$ cat config.mk
export PLATFORM = sky130hd
export DESIGN_NAME = mnp_front
export DESIGN_NICKNAME = d
export VERILOG_FILES = /design/src/rtl/mnp_pkg.sv /design/src/rtl/mnp_front.sv
export SDC_FILE = /design/constraint.sdc
export NUM_CORES = 1
export LEC_CHECK = 0
export ABC_AREA = 1
export BUFFER_PORTS_ARGS = -buffer_cell sky130_fd_sc_hd__buf_2
export CORE_AREA = 5 5 81 64
export DETAILED_ROUTE_END_ITERATION = 8
export DIE_AREA = 0 0 86 69
export PLACE_DENSITY_LB_ADDON = 0.3
export RECOVER_POWER = 25
export SYNTH_ARGS = -nofsm -noshare
export SYNTH_HDL_FRONTEND = slang
export SYNTH_SLANG_ARGS = --single-unit
$ cat constraint.sdc
create_clock -name clk_i -period 2.7 [get_ports clk_i]
set_clock_uncertainty 0.15 [all_clocks]
set_input_delay 0.27 -clock clk_i [delete_from_list [all_inputs] [get_ports clk_i]]
set_output_delay 0.27 -clock clk_i [all_outputs]
set_load 0.01 [all_outputs]
$ cat src/rtl/mnp_pkg.sv
// Shared types and constants for the MIDI note pairing table.
// No dependencies; every rtl file but mnp_ram refers to it by scoped names.
package mnp_pkg;

  localparam int NoteCountDef  = 128;
  localparam int TimeBitsDef   = 32;
  localparam int QueueDepthDef = 2;

  localparam logic [15:0] MinDurReset = 16'd51;

  localparam logic [1:0] KIND_NOTE_ON  = 2'd0;
  localparam logic [1:0] KIND_NOTE_OFF = 2'd1;

  typedef struct packed {
    logic [1:0]  req_type;
    logic [6:0]  note_number;
    logic [6:0]  velocity;
    logic [31:0] timestamp;
  } in_item_t;

  typedef struct packed {
    logic [6:0]  out_note;
    logic [31:0] start_time;
    logic [31:0] duration;
    logic [6:0]  start_velocity;
  } out_item_t;

  typedef enum logic {
    OP_OPEN  = 1'b0,
    OP_CLOSE = 1'b1
  } op_e;

  typedef struct packed {
    op_e         op;
    logic [6:0]  note;
    logic [6:0]  vel;
    logic [31:0] timestamp;
  } job_t;

  typedef enum logic {
    BK_IDLE = 1'b0,
    BK_CALC = 1'b1
  } back_state_e;

  typedef struct packed {
    logic calc;
    logic pop;
  } back_status_t;

endpackage

$ cat src/rtl/mnp_front.sv
// Front end: takes events, drops ignored ones, classifies open or close.
// Depends on mnp_pkg.
module mnp_front #(
  parameter int NoteCount = mnp_pkg::NoteCountDef
) (
  input  logic             clk_i,
  input  logic             rst_ni,
  input  logic             in_valid_i,
  output logic             in_stall_o,
  input  mnp_pkg::in_item_t in_item_i,
  output logic             push_o,
  output mnp_pkg::job_t    job_o,
  input  logic             q_ready_i
);

  localparam logic [7:0] NoteLim = 8'(NoteCount);

  logic          slot_valid_q, slot_valid_d;
  mnp_pkg::job_t slot_q;
  logic          accept, keep, is_open;

  assign in_stall_o = slot_valid_q && !q_ready_i;
  assign accept     = in_valid_i && !in_stall_o;
  assign push_o     = slot_valid_q && q_ready_i;
  assign job_o      = slot_q;

  // Controller events, unused kinds and notes past the table are dropped here.
  assign keep = ((in_item_i.req_type == mnp_pkg::KIND_NOTE_ON) ||
                 (in_item_i.req_type == mnp_pkg::KIND_NOTE_OFF)) &&
                ({1'b0, in_item_i.note_number} < NoteLim);
  assign is_open = (in_item_i.req_type == mnp_pkg::KIND_NOTE_ON) &&
                   (in_item_i.velocity != 7'd0);

  always_comb begin
    slot_valid_d = slot_valid_q;
    if (push_o) begin
      slot_valid_d = 1'b0;
    end
    if (accept && keep) begin
      slot_valid_d = 1'b1;
    end
  end

  always_ff @(posedge clk_i or negedge rst_ni) begin
    if (!rst_ni) begin
      slot_valid_q <= 1'b0;
    end else begin
      slot_valid_q <= slot_valid_d;
    end
  end

  always_ff @(posedge clk_i) begin
    if (accept && keep) begin
      slot_q.op        <= is_open ? mnp_pkg::OP_OPEN : mnp_pkg::OP_CLOSE;
      slot_q.note      <= in_item_i.note_number;
      slot_q.vel       <= in_item_i.velocity;
      slot_q.timestamp <= in_item_i.timestamp;
    end
  end

endmodule

## Yosys cells after proc, flatten, opt, wreduce, memory -nomap -nowiden

Index checks and enable logic that the tools add are counted.

- Eq/ne operators: 1
- Multiplexer cells: 3
- Reduce and logical (&&, ||, !) cells: 11

Operator list:

| operator | number |
|---|---|
| $reduce_bool 7->1 | 1 |
| $logic_and 1x1->1 | 5 |
| $mux 1 | 3 |
| $eq 2x1->1 const B | 1 |
| $logic_not 1->1 | 2 |
| $logic_not 2->1 | 1 |
| $reduce_bool 2->1 | 1 |
| $logic_or 1x1->1 | 1 |

- Bits in registers: 48
- Input port bits: 52
- Output and inout port bits: 49
- Logic and storage cells: 20

## Longest topological paths before layout

- Depth after elaboration: 6
- Mapped depth: 3
- Mapped depth without buffers: 3

## Least setup slack after synthesis

OpenSTA, ideal clock, no wires.

- Kind: register to register
- Start point: register slot_valid_q
- End point: register slot_q (netlist bit job_o[0]) (enable)
- Setup time: 444 ps
- Arrival: 2309 ps
- Data required time: 2106 ps
- Path slack: -202 ps
- Cell stages (with the launch flop): 4
- Path buffers: 0
- Clock period less this slack: 2902 ps
- Cells stage by stage: dfrtp_1 inv_1 nor2_2 nor3_2

- Longest elaborated chain between the ends: 4

RTL lines:

| element | line | RTL |
|---|---|---|
| start: declaration | mnp_front.sv:18 | `logic slot_valid_q, slot_valid_d;` |
| start signal: assignment | mnp_front.sv:48 | `slot_valid_q <= slot_valid_d;` |
| $logic_and 1x1->1 | mnp_front.sv:22 | `assign in_stall_o = slot_valid_q && !q_ready_i;` |
| net in_stall_o | mnp_front.sv:9 | `output logic in_stall_o,` |
| $logic_not 1->1 | mnp_front.sv:23 | `assign accept = in_valid_i && !in_stall_o;` |
| $logic_and 1x1->1 | mnp_front.sv:23 |  |
| $logic_and 1x1->1 | mnp_front.sv:53 | `if (accept && keep) begin` |
| end: declaration | mnp_front.sv:19 | `mnp_pkg::job_t slot_q;` |

The timed path passes the listed nets, and every way through them passes these cells.
A chain may end at the register's enable or synchronous reset.

## Final worst setup path

- Start point: register slot_valid_q
- End point: register slot_q (netlist bit job_o[6]) (enable)

- Longest elaborated chain between the ends: 4

RTL lines:

| element | line |
|---|---|
| $logic_and 1x1->1 | mnp_front.sv:22 |
| $logic_not 1->1 | mnp_front.sv:23 |
| $logic_and 1x1->1 | mnp_front.sv:23 |
| $logic_and 1x1->1 | mnp_front.sv:53 |

Every way passes these cells.

==> flow_metrics.tcl <==
set metrics [dict create \
    cts-root-buf "clkbuf_8" \
    die_w_um 86 \
    initial_core_util 0.347 \
    drc 0 \
    worst-setup-path-type "reg -> reg" \
    grt_overflow 0 \
    numClockSinks 48 \
    fill_cells 350 \
    clk_latency_ps 280 \
    grt_max_degree 48 \
    wl_per_cell_um 13.4 \
    utilization 0.596 \
    diodes 0 \
    place_congestion 0.788 \
    drv_cap 0 \
    crit_slowest_cell "buf_4" \
    syn_nets 115 \
    wl_mm 3.61 \
    synth-seq-cells 48 \
    setup_violations 0 \
    vdd_drop_max_mv 0.410 \
    fmax_mhz 597 \
    holdWs_ps 20.6 \
    worstPathArrival_ps 1460 \
    synth_warnings 0 \
    cp_top_family "buffers and inverters" \
    port_buffers 100 \
    path_clk_slew_ps 80 \
    grt_pass1_wl_mm 5.49 \
    total_power_mw 1.42 \
    cts_buffers 5 \
    status "finished, final reports clean" \
    ios 101 \
    die_y_um 69 \
    grtUsageTotal 0.120 \
    synthTopCellsByArea "edfxtp_1 94%, dfrtp_1 1.7%, inv_1 1.0%" \
    cp-end-kind "flip-flop" \
    vias_per_cell 4.20 \
    tightest_slew_ps 575 \
    htreeDepth 2 \
    fp-row-count 21 \
    crit_path_cell_trace "inv_1 > nor2_2 > nor3_4 > buf_4" \
    rsz0062_at_grt "false" \
    cts_tree "built" \
    finalMaxSlewViolations 0 \
    max_slew_margin 0.616 \
    antenna_found_initial 0 \
    antenna_left 0 \
    cts_max_path_buffers 2 \
    dr.pass1.iters 2 \
    die_area_mm2 0.00593 \
    hpwl_mm 2.53 \
    cp_max_fo 47 \
    synth.largest_area_cell "edfxtp_1" \
    syn_to_final_growth_pct 71.7 \
    hold_class "in -> reg" \
    p_leak_nw 1.09 \
    post-route-period-util 0.620 \
    placed_area_mm2 0.00209 \
    worstSetupStartpointType "flip-flop" \
    drt_iter0_drc 41 \
    drive_gt1_frac 0.498 \
    netlist.area_leader.share 0.938 \
    required_ps 2480 \
    ys_seq_area_frac 0.954 \
    syn-cell-area_mm2 0.00151 \
    syn_inst 63 \
    avgSynthCellArea_um2 23.9 \
    coreArea_mm2 0.00434 \
    fin_crit_ps 1680 \
    vias 1133 \
    synth.distinct_cells 9 \
    final_area_mm2 0.00258 \
    fin_setup_tns_ps 0 \
    first_global_vias 1240 \
    fin_nets 264 \
    crit_buf_inv 2 \
    hold_viol 0 \
    slowest_delay_ps 510 \
    power_density_mw_per_mm2 549 \
]
-- where the power goes --
group	switching (mW)	internal, mW
clock	0.222	0.179
combinational	0.0682	0.0874
sequential	0.00694	0.856
total	0.297	1.12
-- stage by stage --
step,setup WS [ps],std cells
5_1_grt,952,270
3_3_place_gp,1110,221
3_5_place_dp,1030,221
2_1_floorplan,509,63
6_report,1020,270
4_1_cts,1020,262
-- cells by family after synthesis --
kind of cell,share of synthesized area
flops,0.954
simple gates,0.0283
buf+inv,0.00997
compound gates,0.00748
-- per-layer routing --
metal / up-vias / track usage / share of wire
met5: - / 0 / 0
met3: 2 / 0.0560 / 0.14
met1: 524 / 0.124 / 0.36
li1: 536 / - / -
met4: 0 / 0.0422 / 0.0053
met2: 71 / 0.212 / 0.49
-- registers in the layout (all words and copies together) (netlist names) --
register and flops:
slot_valid_q 1, job_o 47
-- final timing paths --
kind                                          startpoint                  endpoint  slack (ps)  cells past startpoint
worst max-delay path            slot_valid_q$_DFFE_PN0P_        job_o[6]$_DFFE_PP_        1020                      4
worst min-delay path                       in_item_i[32]       job_o[32]$_DFFE_PP_          20                      1
worst max register to register  slot_valid_q$_DFFE_PN0P_        job_o[6]$_DFFE_PP_        1020                      4
worst min register to register  slot_valid_q$_DFFE_PN0P_  slot_valid_q$_DFFE_PN0P_         410                      2
max in group asynchronous                         rst_ni  slot_valid_q$_DFFE_PN0P_        2190                      2
min in group asynchronous                         rst_ni  slot_valid_q$_DFFE_PN0P_         120                      2
-- cells in the final DEF, fill, tap and decap left out --
cell type	instances
nor3_4	1
dlygate4sd3_1	41
inv_1	4
nand2_1	3
buf_2	96
clkinvlp_4	2
nor2_2	1
edfxtp_1	47
clkbuf_8	5
buf_4	1
clkinv_1	1
dfrtp_1	1
o21ai_1	1
o22ai_1	1
nor2_1	4
clkbuf_1	4
-- worst reg2reg max path, delay by kind of cell (launching register included) --
family,cells,cell delay [ps]
flops,1,390
simple gates,2,170
buf+inv,2,600
-- final cells by class --
type | instances | area (um^2) | area share
multi-input cells | 11 | 60.1 | 0.0232
flip-flops and latches | 48 | 1440 | 0.556
clock inverters | 3 | 18.8 | 0.00726
well taps | 57 | 71.3 | 0.0276
inverters | 4 | 15.0 | 0.00581
repair buffers | 142 | 913 | 0.354
clock buffers | 5 | 68.8 | 0.0266
-- repair_timing --
| item | 4_1_cts | 5_1_grt |
|---|---|---|
| endpoints found under the hold margin | 33 | 8 |
| buffers inserted | 0 | 0 |
| gates resized for setup | 0 | 0 |
| hold buffers | 33 | 8 |
-- synthesized netlist by cell type --
master	number
nor2_1	4
o21ai_1	1
edfxtp_1	47
dfrtp_1	1
nor3_2	1
nand2_1	3
inv_1	4
o22ai_1	1
nor2_2	1
(Power assumes the default switching activity.)
