File: src/rtl/mnp_pkg.sv
// Shared types and constants for the MIDI note pairing table.
// No dependencies; every rtl file but mnp_ram refers to it by scoped names.
package mnp_pkg;

  localparam int NoteCountDef  = 128;
  localparam int TimeBitsDef   = 32;
  localparam int QueueDepthDef = 2;

  localparam logic [15:0] MinDurReset = 16'd51;

  localparam logic [1:0] KIND_NOTE_ON  = 2'd0;
  localparam logic [1:0] KIND_NOTE_OFF = 2'd1;

  typedef struct packed {
    logic [1:0]  req_type;
    logic [6:0]  note_number;
    logic [6:0]  velocity;
    logic [31:0] timestamp;
  } in_item_t;

  typedef struct packed {
    logic [6:0]  out_note;
    logic [31:0] start_time;
    logic [31:0] duration;
    logic [6:0]  start_velocity;
  } out_item_t;

  typedef enum logic {
    OP_OPEN  = 1'b0,
    OP_CLOSE = 1'b1
  } op_e;

  typedef struct packed {
    op_e         op;
    logic [6:0]  note;
    logic [6:0]  vel;
    logic [31:0] timestamp;
  } job_t;

  typedef enum logic {
    BK_IDLE = 1'b0,
    BK_CALC = 1'b1
  } back_state_e;

  typedef struct packed {
    logic calc;
    logic pop;
  } back_status_t;

endpackage

File: src/rtl/mnp_queue.sv
// Short FIFO of classified jobs between front and back.
// Depends on mnp_pkg.
module mnp_queue #(
  parameter int Depth = mnp_pkg::QueueDepthDef
) (
  input  logic          clk_i,
  input  logic          rst_ni,
  input  logic          push_i,
  input  mnp_pkg::job_t job_i,
  output logic          ready_o,
  output logic          valid_o,
  output mnp_pkg::job_t head_o,
  input  logic          pop_i
);

  localparam int PtrW = (Depth > 1) ? $clog2(Depth) : 1;
  localparam int CntW = $clog2(Depth + 1);
  localparam logic [PtrW-1:0] PtrLast = PtrW'(Depth - 1);
  localparam logic [CntW-1:0] CntFull = CntW'(Depth);

  mnp_pkg::job_t   mem_q [Depth];
  logic [PtrW-1:0] wr_ptr_q, rd_ptr_q;
  logic [CntW-1:0] count_q;
  logic            do_push, do_pop;

  assign ready_o = (count_q != CntFull);
  assign valid_o = (count_q != '0);
  assign head_o  = mem_q[rd_ptr_q];
  assign do_push = push_i && ready_o;
  assign do_pop  = pop_i && valid_o;

  always_ff @(posedge clk_i or negedge rst_ni) begin
    if (!rst_ni) begin
      wr_ptr_q <= '0;
      rd_ptr_q <= '0;
      count_q  <= '0;
    end else begin
      if (do_push) begin
        wr_ptr_q <= (wr_ptr_q == PtrLast) ? '0 : wr_ptr_q + 1'b1;
      end
      if (do_pop) begin
        rd_ptr_q <= (rd_ptr_q == PtrLast) ? '0 : rd_ptr_q + 1'b1;
      end
      if (do_push && !do_pop) begin
        count_q <= count_q + 1'b1;
      end else if (do_pop && !do_push) begin
        count_q <= count_q - 1'b1;
      end
    end
  end

  always_ff @(posedge clk_i) begin
    if (do_push) begin
      mem_q[wr_ptr_q] <= job_i;
    end
  end

endmodule

File: config.mk
export PLATFORM = sky130hd
export DESIGN_NAME = mnp_queue
export DESIGN_NICKNAME = d
export VERILOG_FILES = /design/src/rtl/mnp_pkg.sv /design/src/rtl/mnp_queue.sv
export SDC_FILE = /design/constraint.sdc
export NUM_CORES = 1
export LEC_CHECK = 0
export BUFFER_PORTS_ARGS = -buffer_cell sky130_fd_sc_hd__buf_2
export CORE_ASPECT_RATIO = 1.75
export CORE_MARGIN = 2
export CORE_UTILIZATION = 35
export DETAILED_ROUTE_END_ITERATION = 10
export GPL_TIMING_DRIVEN = 0
export SKIP_LAST_GASP = 1
export SYNTH_ARGS = -nofsm -noshare
export SYNTH_HDL_FRONTEND = slang
export SYNTH_SLANG_ARGS = --single-unit
File: constraint.sdc
create_clock -name clk_i -period 4.2 [get_ports clk_i]
set_input_delay 1.05 -clock clk_i [delete_from_list [all_inputs] [get_ports clk_i]]
set_output_delay 1.05 -clock clk_i [all_outputs]
set_load 0.1 [all_outputs]
* Word-level counts from Yosys, hierarchy flattened
Memory sizes are Yosys's and may differ from the RTL's.
Cells that the tools add are included.
** Word-level totals
- Latch bits :: 0
- Bits in registers :: 4
- Bits in writable memories :: 94
- Memories kept :: 1
- Output and inout bits :: 49
- Bits of input ports :: 51
- Bits in read-only memories :: 0
** Cells by class
- Bitwise gates (word level) :: 0
- Div/mod/pow operators :: 0
- $mul :: 0
- Eq/ne operators :: 1
- Multiplexer cells :: 6
- Add/sub/neg operators :: 4
- $lt $le $gt $ge :: 0
- Shift operators :: 0
- Reductions and logical operators :: 8
** Memories
- mem_q :: depth 2, width 47, rd ports 1, clocked after Yosys merged registers in 0, wr ports 1, RTL line mnp_queue.sv:21 : mnp_pkg::job_t mem_q [Depth];
** Operator list (number)
- logical AND 1 bit :: 4
- 2-to-1 mux 1 bit :: 4
- 2-to-1 mux 2 bit :: 2
- nonzero test 2 bit :: 2
- adder 1 bit (second input constant) :: 2
- adder 2 x 1 -> 2 bit (second input constant) :: 1
- zero test 1 bit :: 2
- inequality test 2 bit (second input constant) :: 1
- subtractor 2 x 1 -> 2 bit (second input constant) :: 1

* Logic depth before layout (Yosys ltp)
Gate-level depths: netlist of the first run.
- Depth in word-level cells :: 6
- Gate-level depth with buffers :: 7

* Least setup slack after synthesis of the first run
OpenSTA, ideal clock, no wires.
- Path kind :: flip-flop to flip-flop
- From :: register count_q[0]
- To :: memory mem_q[0][0] (netlist bit) (enable)
- Period minus slack after synthesis :: 3.915 ns
- Setup slack :: 0.285 ns
- Library setup time :: 0.452 ns
- Cell stages (with the launch flop) :: 4
- Buffers on the path :: 0
- Arrival :: 3.463 ns
- Path through :: dfrtp_1 nand2b_1 nand2_1 nor2_1
** Between the ends
- Cells in the longest elaborated chain, start to end :: 4
** RTL lines
- start: declaration :: RTL line mnp_queue.sv:23 : logic [CntW-1:0] count_q;
- start signal: assignment :: RTL line mnp_queue.sv:45 : count_q <= count_q + 1'b1;
- start signal: assignment :: RTL line mnp_queue.sv:47 : count_q <= count_q - 1'b1;
- inequality test 2 bit :: RTL line mnp_queue.sv:26 : assign ready_o = (count_q != CntFull);
- named net ready_o :: RTL line mnp_queue.sv:10 : output logic ready_o,
- logical AND 1 bit :: RTL line mnp_queue.sv:29 : assign do_push = push_i && ready_o;
- 2-to-1 mux 1 bit :: RTL line mnp_queue.sv:53 : if (do_push) begin
- 2-to-1 mux 1 bit (not written as such) :: RTL line mnp_queue.sv:54 : mem_q[wr_ptr_q] <= job_i;
- end: declaration :: RTL line mnp_queue.sv:21
The timed path passes the listed nets, and every way through them passes these cells.

==> metrics.txt, run 1 <==
# TYPE chip_impl_metric gauge
chip_impl_info{name="outcome",value="finished, final reports clean"} 1
chip_impl_metric{name="post_cts_hold_buffer_count",unit=""} 0
chip_impl_metric{name="core_area",unit="µm²"} 10200
chip_impl_metric{name="globalRoute.totalOverflow",unit=""} 0
chip_impl_metric{name="timing.critical_path.buf_inv",unit=""} 3
chip_impl_metric{name="cts_buffers",unit=""} 9
chip_impl_info{name="worst_r2r_endpoint",value="mem_q[0][0]"} 1
chip_impl_metric{name="ios",unit=""} 100
chip_impl_metric{name="place.detailed.instances",unit=""} 392
chip_impl_metric{name="netlist.area_leader.share",unit="%"} 77.0
chip_impl_metric{name="clk_pin_slew_worst_paths",unit="ps"} 60
chip_impl_metric{name="stdcell_count",unit=""} 408
chip_impl_metric{name="final_hold_viol_count",unit=""} 0
chip_impl_metric{name="post_drt_wl_per_cell",unit="µm"} 15.4
chip_impl_metric{name="max_slew.worst_pin.slew",unit="ps"} 776
chip_impl_info{name="rsz0062_at_grt",value="false"} 1
chip_impl_metric{name="syn-instance-count",unit=""} 164
chip_impl_metric{name="asyncSetResetFlopFracSynth",unit="%"} 4.08
chip_impl_metric{name="finalMaxSlewViolations",unit=""} 0
chip_impl_info{name="critical-path-top-delay-family",value="buffers and inverters"} 1
chip_impl_metric{name="gp_routability_congestion",unit=""} 0.661
chip_impl_info{name="crit_path_frequent_cell",value="buf_6"} 1
chip_impl_metric{name="die_area",unit="µm²"} 11300
chip_impl_metric{name="maxCapViolations",unit=""} 0
chip_impl_metric{name="antenna_cells",unit=""} 0
chip_impl_metric{name="initial_utilization",unit="%"} 35.8
chip_impl_metric{name="port_buffers",unit=""} 99
chip_impl_metric{name="r2r_slack",unit="ps"} 2280
chip_impl_info{name="post-synth-top-count-cell",value="edfxtp_1"} 1
chip_impl_metric{name="final_core_utilization",unit="%"} 45.7
chip_impl_metric{name="grt_pass1_vias",unit=""} 1912
chip_impl_info{name="synth_top_cell_by_area",value="edfxtp_1"} 1
chip_impl_metric{name="placed_wire_length_estimate",unit="mm"} 4.32
chip_impl_metric{name="max_stage_delay",unit="ps"} 370
chip_impl_metric{name="post_cts_buffers",unit=""} 0
chip_impl_info{name="postSynth.topFlopCell",value="edfxtp_1"} 1
chip_impl_metric{name="pin_count_of_the_biggest_net_entering_global_routing",unit=""} 26
chip_impl_info{name="crit_path_start",value="rd_ptr_q"} 1
chip_impl_metric{name="period_minus_slack",unit="ps"} 2730
chip_impl_info{name="critical_path.endpoint_type",value="output pin"} 1
chip_impl_metric{name="yosys_warnings",unit=""} 0
chip_impl_metric{name="clock_tree.htree_level_count",unit=""} 3
chip_impl_info{name="setup.worst_path.class",value="reg -> out"} 1
chip_impl_metric{name="synthDistinctLibCells",unit=""} 15
chip_impl_metric{name="fraction_of_layout_cells_with_a_size_suffix_above_1",unit="%"} 60.9
chip_impl_metric{name="min_path_cells",unit=""} 1
chip_impl_info{name="holdCritPathClass",value="reg -> reg"} 1
chip_impl_metric{name="placement.setup.worst_slack",unit="ps"} 1730
chip_impl_metric{name="cts_num_sinks",unit=""} 98
chip_impl_info{name="crit_path_top_delay_cell",value="dfrtp_1"} 1
chip_impl_info{name="setup.worst_path.start_class",value="register"} 1
chip_impl_metric{name="syn_nets",unit=""} 216
chip_impl_info{name="worst_hold_startpoint",value="count_q[1]"} 1
chip_impl_metric{name="std_cell_rows",unit=""} 49
chip_impl_info{name="worstReg2RegStart",value="count_q[0]"} 1
chip_impl_metric{name="synthToLayoutAreaGrowth",unit="%"} 27.8
chip_impl_metric{name="max_freq",unit="MHz"} 366
chip_impl_metric{name="grt_usage",unit="%"} 11.6
chip_impl_metric{name="ys_ff_latch",unit=""} 98
chip_impl_metric{name="synth.avg_cell_area",unit="µm²"} 22.3
chip_impl_metric{name="die_width",unit="µm"} 81.4
chip_impl_metric{name="clk_buf_depth",unit=""} 2
chip_impl_metric{name="n_fill_cell",unit=""} 905
chip_impl_metric{name="area_of_the_multi_input_gates",unit="µm²"} 703
chip_impl_metric{name="detail-route-antenna-nets",unit=""} 0
chip_impl_metric{name="fin_nets",unit=""} 328
chip_impl_metric{name="final.setup.worst_slack",unit="ps"} 1470
chip_impl_metric{name="period_share",unit="%"} 65.1
chip_impl_metric{name="clk_latency",unit="ps"} 330
chip_impl_metric{name="synthesis.area",unit="µm²"} 3660
chip_impl_metric{name="routed_wl",unit="mm"} 6.27
chip_impl_metric{name="critical_path.max_fanout",unit=""} 10
chip_impl_metric{name="grt_antenna_before_repair",unit=""} 0
chip_impl_metric{name="routed-via-count",unit=""} 1820
chip_impl_info{name="netlist_top_cells_count",value="edfxtp_1 (94), mux2_2 (27), mux2_4 (20)"} 1
chip_impl_metric{name="detailedRoute.firstIterationViolations",unit=""} 51
chip_impl_metric{name="cp_data_required_time",unit="ps"} 3150
chip_impl_metric{name="timing.clock.skew",unit="ps"} 5.69
chip_impl_metric{name="drcViolationCount",unit=""} 0
chip_impl_metric{name="slew-limit-headroom",unit="%"} 48.1
chip_impl_info{name="cts_tree",value="built"} 1
chip_impl_metric{name="drt_pre_antenna_iters",unit=""} 4
chip_impl_metric{name="ys_seq_area_share",unit="%"} 79.8
chip_impl_info{name="worstHoldEndpoint",value="count_q[1]"} 1
chip_impl_metric{name="synth-edff-count",unit=""} 94
chip_impl_metric{name="die_h",unit="µm"} 139
chip_impl_metric{name="sequential_cell_area",unit="µm²"} 2920
chip_impl_info{name="synthTopCellsByArea",value="edfxtp_1 (77%), mux2_2 (8.3%), mux2_4 (8.2%)"} 1
chip_impl_metric{name="grt_first_pass_wirelength",unit="mm"} 9.45
chip_impl_metric{name="cp.arrival",unit="ps"} 1680
chip_impl_metric{name="rr_worst_depth",unit=""} 4
chip_impl_info{name="crit_chain",value="buf_6, buf_6, mux2_4, buf_2"} 1
chip_impl_metric{name="cts_resized",unit=""} 0
chip_impl_metric{name="avg_vias_per_cell",unit=""} 4.46
chip_impl_info{name="clk_root_buffer_cell",value="clkbuf_16"} 1
chip_impl_metric{name="timing.final.setup_violations",unit=""} 0
==> worst max-delay path by stage <==
stage / to / slack (ps) / cells past startpoint
floorplan: mem_q[0][0] / 290 / 3
CTS: head_o[7] / 1400 / 4
finish: head_o[15] / 1470 / 4
detailed placement: mem_q[0][0] / 1730 / 4
global route: head_o[5] / 1360 / 4
global placement: mem_q[0][28] / -690 / 3
==> metrics by stage <==
| stage | hold WS, ps | TNS [ps] | cell area [µm²] |
|---|---|---|---|
| 2_1_floorplan | 456 | 0 | 3660 |
| 3_3_place_gp | 482 | -32300 | 4320 |
| 3_5_place_dp | 494 | 0 | 4370 |
| 4_1_cts | 501 | 0 | 4680 |
| 5_1_grt | 502 | 0 | 4680 |
| 6_report | 512 | 0 | 4680 |
==> logic make-up (layout without fill, tap and decap cells) <==
family        count (synthesis)  after routing  synth area share (%)
fa+ha+maj                     1              1                 0.341
xor+xnor                      5              5                  1.20
simple gates                  7              7                 0.922
flops                        98             98                  79.8
buf+inv                       6            123                  1.30
mux                          47             47                  16.5
==> flip-flops by register name, indices dropped and copies added (netlist names) <==
name	flops
mem_q	94
count_q	2
rd_ptr_q	1
wr_ptr_q	1
==> metal layers <==
layer  wire [µm]  global-route usage, %  up-vias  share of wire (%)
li1            -                      -      868                  -
met1        2260                   11.9      889                 36
met2        3590                   20.8       56                 57
met3         280                   2.53        7                4.5
met4         143                   6.69        0                2.3
met5           0                      0        -                  0
==> cell usage in the layout, fill, tap and decap left out <==
cell / n
buf_2: 101
edfxtp_1: 94
mux2_2: 27
mux2_4: 20
clkbuf_16: 9
dfrtp_1: 4
buf_6: 3
xnor2_1: 3
nand2_1: 2
xor2_1: 2
clkinvlp_4: 2
clkbuf_8: 2
clkinv_4: 2
buf_12: 2
nand2b_1: 1
inv_1: 1
or2_1: 1
and3_2: 1
nor2_4: 1
nor2_1: 1
ha_1: 1
bufinv_16: 1
==> cell type report <==
cell class | count | area share, %
buffer | 5 | 0.935
clock buffer | 11 | 5.40
clock inverter | 5 | 1.34
inverter | 1 | 0.0801
multi-input combinational | 60 | 15.0
sequential | 98 | 62.4
tap | 127 | 3.39
timing repair buffer | 101 | 11.4
Power of run 1 is left out: the tool's default activity adds up to more than one toggle a clock period on the data nets, which glitch-free logic cannot reach.
==> run 2, diff against run 1 <==
clock period = 2.31 ns   (was 4.2 ns; I/O delays follow)
==> run 2 against run 1 <==
Effect of this change:
- first-iteration DRC count grew 75%
- design area rose by 0.56%
- final cell count decreased by 0.49%
- sequential share of layout area shrank 0.35 points
==> metrics.txt, run 2 (synthesis gave the netlist of run 1 again) <==
# TYPE chip_impl_metric gauge
chip_impl_info{name="cts_tree",value="built"} 1
chip_impl_info{name="setup.worst_path.start_class",value="register"} 1
chip_impl_metric{name="final.setup.worst_slack",unit="ps"} 90.0
chip_impl_info{name="largest_registers",value="mem_q: 94 flops, count_q: 2 flops"} 1
chip_impl_metric{name="placement.setup.worst_slack",unit="ps"} 213
chip_impl_info{name="layout.cells.most_common",value="edfxtp_1"} 1
chip_impl_metric{name="cts_num_sinks",unit=""} 98
chip_impl_metric{name="period_minus_slack",unit="ps"} 2220
chip_impl_metric{name="cp.arrival",unit="ps"} 1640
chip_impl_metric{name="die_width",unit="µm"} 81.4
chip_impl_metric{name="post_cts_buffers",unit=""} 0
chip_impl_info{name="critical_path.endpoint_type",value="output pin"} 1
chip_impl_metric{name="timing.final.setup_violations",unit=""} 0
chip_impl_metric{name="avg_vias_per_cell",unit=""} 4.55
chip_impl_metric{name="r2r_slack",unit="ps"} 360
chip_impl_metric{name="pin_count_of_the_biggest_net_entering_global_routing",unit=""} 48
chip_impl_metric{name="cts_buffers",unit=""} 9
chip_impl_metric{name="period_share",unit="%"} 96.1
chip_impl_metric{name="routed-via-count",unit=""} 1849
chip_impl_metric{name="die_h",unit="µm"} 139
chip_impl_metric{name="die_area",unit="µm²"} 11300
chip_impl_metric{name="met3RoutedLength",unit="µm"} 303
chip_impl_metric{name="synthToLayoutAreaGrowth",unit="%"} 28.5
chip_impl_metric{name="rr_worst_depth",unit=""} 2
chip_impl_metric{name="routed_wl",unit="mm"} 6.20
chip_impl_metric{name="globalRoute.totalOverflow",unit=""} 0
chip_impl_info{name="largest_register",value="mem_q"} 1
chip_impl_metric{name="grt_usage",unit="%"} 11.3
chip_impl_metric{name="port_buffers",unit=""} 99
chip_impl_metric{name="clock_tree.htree_level_count",unit=""} 3
chip_impl_metric{name="setup-tns-final",unit="ps"} 0
chip_impl_metric{name="fraction_of_layout_cells_with_a_size_suffix_above_1",unit="%"} 60.2
chip_impl_metric{name="met2WireLength",unit="mm"} 3.53
chip_impl_metric{name="ios",unit=""} 100
chip_impl_metric{name="maxCapViolations",unit=""} 0
chip_impl_metric{name="area_of_the_multi_input_gates",unit="µm²"} 706
chip_impl_metric{name="grt_first_pass_wirelength",unit="mm"} 9.23
chip_impl_metric{name="route.layer.met1.wl",unit="mm"} 2.20
chip_impl_info{name="setup.worst_path.class",value="reg -> out"} 1
chip_impl_info{name="layout_common_cells",value="edfxtp_1 (94), buf_2 (81), mux2_2 (27)"} 1
chip_impl_metric{name="final_hold_viol_count",unit=""} 0
chip_impl_metric{name="max_freq",unit="MHz"} 450
chip_impl_metric{name="slew-limit-headroom",unit="%"} 21.8
chip_impl_metric{name="clk_buf_depth",unit=""} 2
chip_impl_metric{name="critical_path.max_fanout",unit=""} 10
chip_impl_metric{name="timing.clock.skew",unit="ps"} 7.81
chip_impl_metric{name="hold-worst-slack",unit="ps"} 37.0
chip_impl_info{name="topRoutingLayerUsed",value="met4"} 1
chip_impl_metric{name="max_slew.worst_pin.slew",unit="ps"} 1170
chip_impl_metric{name="finalMaxSlewViolations",unit=""} 0
chip_impl_metric{name="core_area",unit="µm²"} 10200
chip_impl_metric{name="initial_utilization",unit="%"} 35.8
chip_impl_info{name="worstReg2RegStart",value="count_q[0]"} 1
chip_impl_metric{name="detailedRoute.firstIterationViolations",unit=""} 89
chip_impl_metric{name="grt_antenna_before_repair",unit=""} 0
chip_impl_metric{name="fin_nets",unit=""} 327
chip_impl_metric{name="gp_routability_congestion",unit=""} 0.648
chip_impl_metric{name="placed_wire_length_estimate",unit="mm"} 4.13
chip_impl_metric{name="sequential_cell_area",unit="µm²"} 2920
chip_impl_metric{name="n_fill_cell",unit=""} 925
chip_impl_metric{name="antenna_cells",unit=""} 0
chip_impl_metric{name="cp_data_required_time",unit="ps"} 1730
chip_impl_metric{name="post_drt_wl_per_cell",unit="µm"} 15.3
chip_impl_info{name="clk_root_buffer_cell",value="clkbuf_16"} 1
chip_impl_metric{name="detail-route-antenna-nets",unit=""} 0
chip_impl_metric{name="drcViolationCount",unit=""} 0
chip_impl_metric{name="drt_pre_antenna_iters",unit=""} 4
chip_impl_info{name="outcome",value="finished, final reports clean"} 1
chip_impl_metric{name="clk_pin_slew_worst_paths",unit="ps"} 60
chip_impl_info{name="holdCritPathClass",value="in -> async"} 1
chip_impl_info{name="worst_r2r_endpoint",value="mem_q[1][30]"} 1
chip_impl_metric{name="std_cell_rows",unit=""} 49
chip_impl_metric{name="grt_pass1_vias",unit=""} 1920
chip_impl_info{name="rsz0062_at_grt",value="false"} 1
chip_impl_metric{name="clk_latency",unit="ps"} 330
chip_impl_metric{name="largest_register_ffs",unit=""} 94
==> run 2: cell count changes in the layout (fill, tap and decap cells not counted) <==
cell | previous run | this run
clkinv_1 | 0 | 1
clkbuf_8 | 2 | 0
nand2b_2 | 0 | 1
buf_2 | 101 | 81
clkbuf_1 | 0 | 1
buf_12 | 2 | 1
bufinv_16 | 1 | 2
nand2b_1 | 1 | 0
clkinvlp_4 | 2 | 1
buf_4 | 0 | 20
clkinv_4 | 2 | 1
==> run 2: worst max path at each step <==
stage / startpoint / slack, ps / end / cells past startpoint
5_1_grt: rd_ptr_q / 9 / head_o[25] / 3
2_1_floorplan: count_q[0] / 60 / mem_q[0][0] / 3
6_report: rd_ptr_q / 90 / head_o[28] / 4
4_1_cts: rd_ptr_q / 2 / head_o[9] / 4
3_3_place_gp: push_i / -50 / mem_q[0][2] / 3
3_5_place_dp: push_i / 210 / mem_q[1][28] / 2
==> run 2: final cells by class <==
cell class | instances | share of cell area (%)
plain buffers | 5 | 0.930
repair buffers | 100 | 12.0
well taps | 127 | 3.37
flip-flops and latches | 98 | 62.1
clock buffers | 10 | 4.86
clock inverters | 5 | 1.70
multi-input cells | 60 | 15.0
inverters | 1 | 0.0797
==> run 2: per-stage QoR <==
| stage | instances | utilization (%) | instance area [µm²] |
|---|---|---|---|
| after detailed placement | 391 | 42.5 | 4350 |
| after floorplan | 164 | - | 3680 |
| after CTS | 406 | 45.5 | 4660 |
| final | 406 | 46.0 | 4710 |
| after global placement | 390 | 42.3 | 4330 |
| after global routing | 406 | 46.0 | 4710 |
==> run 2: worst max-delay path, cell delays in order, from the launching register on <==
cell and delay (ps):
dfrtp_1 370, buf_6 180, buf_6 200, mux2_4 320, buf_4 230
==> run 2: routing by layer <==
metal  global-route usage (%)  vias to the layer above
met2                     20.1                       59
li1                         -                      860
met4                     6.60                        0
met1                     11.0                      922
met3                     3.37                        8
met5                        0                        -
==> run 2: repair_timing <==
item                                    4_1_cts  5_1_grt
hold buffers                                  0        0
gates resized for setup                       1       38
endpoints found under the setup margin        1       19
Power of run 2 is left out for the same reason.
==> run 3, diff against run 2 <==
CORE_MARGIN = 3   (was 2)
clock period = 2.4 ns   (was 2.31 ns; I/O delays follow)
==> run 3 against run 2 <==
Effect of this change:
- critical path depth is the same
- setup slack gained 27 ps
- non-clock buffer count is the same
- routed wire length grew 3.2%
- count of clock-buffer cells in the layout is the same
- largest cell class unchanged
- die area grew 3.9%
- highest routed layer unchanged
- via count shrank 0.59%
- final cell count shrank 0.25%
- hold slack gained 29 ps
- flip-flop and latch count is the same
==> metrics.txt, run 3 (synthesis gave the netlist of run 1 again) <==
# TYPE chip_impl_metric gauge
chip_impl_info{name="outcome",value="finished, final reports clean"} 1
chip_impl_info{name="rsz0062_at_grt",value="false"} 1
chip_impl_info{name="critical_path.endpoint_type",value="output pin"} 1
chip_impl_info{name="layout_common_cells",value="buf_2 (101), edfxtp_1 (94), mux2_2 (27)"} 1
chip_impl_metric{name="cp_data_required_time",unit="ps"} 1800
chip_impl_metric{name="timing.final.setup_violations",unit=""} 0
chip_impl_info{name="largest_registers",value="mem_q: 94 flops, count_q: 2 flops"} 1
chip_impl_metric{name="ios",unit=""} 100
chip_impl_info{name="crit_chain",value="buf_6, buf_6, mux2_4, buf_2"} 1
chip_impl_info{name="crit_path_frequent_cell",value="buf_6"} 1
chip_impl_metric{name="max_stage_delay",unit="ps"} 370
chip_impl_metric{name="sequential_cell_area",unit="µm²"} 2920
chip_impl_metric{name="slew-limit-headroom",unit="%"} 21.7
chip_impl_metric{name="post_cts_hold_buffer_count",unit=""} 0
chip_impl_metric{name="fin_nets",unit=""} 327
chip_impl_metric{name="grt_first_pass_wirelength",unit="mm"} 10.1
chip_impl_metric{name="critical_path.max_fanout",unit=""} 10
chip_impl_metric{name="drcViolationCount",unit=""} 0
chip_impl_metric{name="die_h",unit="µm"} 141
chip_impl_metric{name="post_cts_buffers",unit=""} 0
chip_impl_info{name="setup.worst_path.class",value="reg -> out"} 1
chip_impl_metric{name="max_freq",unit="MHz"} 438
chip_impl_metric{name="timing.clock.skew",unit="ps"} 6.69
chip_impl_metric{name="clk_latency",unit="ps"} 330
chip_impl_metric{name="period_share",unit="%"} 95.1
chip_impl_metric{name="max_slew.worst_pin.slew",unit="ps"} 1170
chip_impl_metric{name="core_area",unit="µm²"} 10000
chip_impl_metric{name="hold-worst-slack",unit="ps"} 66.3
chip_impl_metric{name="die_area",unit="µm²"} 11800
chip_impl_metric{name="cts_buffers",unit=""} 9
chip_impl_info{name="crit_path_top_delay_cell",value="dfrtp_1"} 1
chip_impl_metric{name="clk_pin_slew_worst_paths",unit="ps"} 60
chip_impl_metric{name="period_minus_slack",unit="ps"} 2280
chip_impl_info{name="largest_register",value="mem_q"} 1
chip_impl_metric{name="clk_buf_depth",unit=""} 2
chip_impl_metric{name="fraction_of_layout_cells_with_a_size_suffix_above_1",unit="%"} 60.4
chip_impl_metric{name="port_buffers",unit=""} 99
chip_impl_metric{name="avg_vias_per_cell",unit=""} 4.54
chip_impl_metric{name="n_fill_cell",unit=""} 901
chip_impl_metric{name="detail-route-antenna-nets",unit=""} 0
chip_impl_metric{name="synthToLayoutAreaGrowth",unit="%"} 26.0
chip_impl_metric{name="area_of_the_multi_input_gates",unit="µm²"} 706
chip_impl_metric{name="largest_register_ffs",unit=""} 94
chip_impl_metric{name="die_width",unit="µm"} 83.4
chip_impl_info{name="critical-path-top-delay-family",value="buffers and inverters"} 1
chip_impl_metric{name="grt_antenna_before_repair",unit=""} 0
chip_impl_metric{name="clock_tree.htree_level_count",unit=""} 3
chip_impl_metric{name="post_drt_wl_per_cell",unit="µm"} 15.8
chip_impl_metric{name="cts_resized",unit=""} 0
chip_impl_metric{name="initial_utilization",unit="%"} 36.5
chip_impl_metric{name="cp.arrival",unit="ps"} 1680
chip_impl_metric{name="antenna_cells",unit=""} 0
chip_impl_metric{name="detailedRoute.firstIterationViolations",unit=""} 59
chip_impl_info{name="cts_tree",value="built"} 1
chip_impl_metric{name="finalMaxSlewViolations",unit=""} 0
chip_impl_metric{name="placement.setup.worst_slack",unit="ps"} 302
chip_impl_metric{name="grt_usage",unit="%"} 11.2
chip_impl_metric{name="timing.critical_path.buf_inv",unit=""} 3
chip_impl_metric{name="placed_wire_length_estimate",unit="mm"} 4.43
chip_impl_metric{name="pin_count_of_the_biggest_net_entering_global_routing",unit=""} 48
chip_impl_metric{name="routed-via-count",unit=""} 1838
chip_impl_metric{name="std_cell_rows",unit=""} 48
chip_impl_metric{name="routed_wl",unit="mm"} 6.40
chip_impl_info{name="clk_root_buffer_cell",value="clkbuf_16"} 1
chip_impl_metric{name="final.setup.worst_slack",unit="ps"} 117
chip_impl_metric{name="gp_routability_congestion",unit=""} 0.702
chip_impl_metric{name="drt_pre_antenna_iters",unit=""} 4
chip_impl_metric{name="setup-tns-final",unit="ps"} 0
chip_impl_info{name="setup.worst_path.start_class",value="register"} 1
chip_impl_info{name="holdCritPathClass",value="in -> async"} 1
chip_impl_metric{name="globalRoute.totalOverflow",unit=""} 0
chip_impl_metric{name="final_hold_viol_count",unit=""} 0
chip_impl_metric{name="maxCapViolations",unit=""} 0
chip_impl_metric{name="cts_num_sinks",unit=""} 98
chip_impl_info{name="layout.cells.most_common",value="buf_2"} 1
chip_impl_metric{name="grt_pass1_vias",unit=""} 2053
[run 3: cell types whose count changed in the layout (fill, tap and decap cells not counted)]
cell,before,now
buf_2,81,101
bufinv_16,2,0
clkinv_2,0,1
buf_4,20,0
clkinv_4,1,2
inv_6,0,1
[run 3: metal layers]
| layer | vias to the layer above | track usage (%) | wire length [µm] |
|---|---|---|---|
| met5 | - | 0 | 0 |
| met4 | 0 | 6.98 | 253 |
| met3 | 14 | 2.67 | 323 |
| met2 | 61 | 20.5 | 3580 |
| li1 | 863 | - | - |
| met1 | 900 | 11.3 | 2240 |
[run 3: per-stage QoR]
| stage | std cells | area [µm²] | utilization, % |
|---|---|---|---|
| 3_3_place_gp | 388 | 4330 | 43.2 |
| 3_5_place_dp | 389 | 4350 | 43.4 |
| 5_1_grt | 405 | 4620 | 46.1 |
| 6_report | 405 | 4620 | 46.1 |
| 4_1_cts | 405 | 4620 | 46.1 |
| 2_1_floorplan | 164 | 3680 | - |
[run 3: path summary, 6_finish.rpt]
path	cells past startpoint	endpoint	slack (ps)	from
min in group clk_i	1	mem_q[0][19]	450	job_i[19]
worst max-delay path	4	head_o[5]	120	rd_ptr_q
max in group asynchronous	1	wr_ptr_q	2210	rst_ni
worst min-delay path	1	count_q[1]	70	rst_ni
worst max register to register	2	mem_q[1][12]	470	count_q[0]
worst min register to register	1	count_q[1]	520	count_q[1]
[run 3: cell type report]
| cell class | instances | share of cell area (%) |
|---|---|---|
| sequential | 98 | 63.3 |
| tap | 125 | 3.39 |
| clock buffer | 10 | 4.96 |
| multi-input combinational | 60 | 15.3 |
| timing repair buffer | 100 | 11.2 |
| inverter | 1 | 0.0813 |
| buffer | 5 | 0.948 |
| clock inverter | 6 | 0.921 |
Power of run 3 is left out for the same reason.
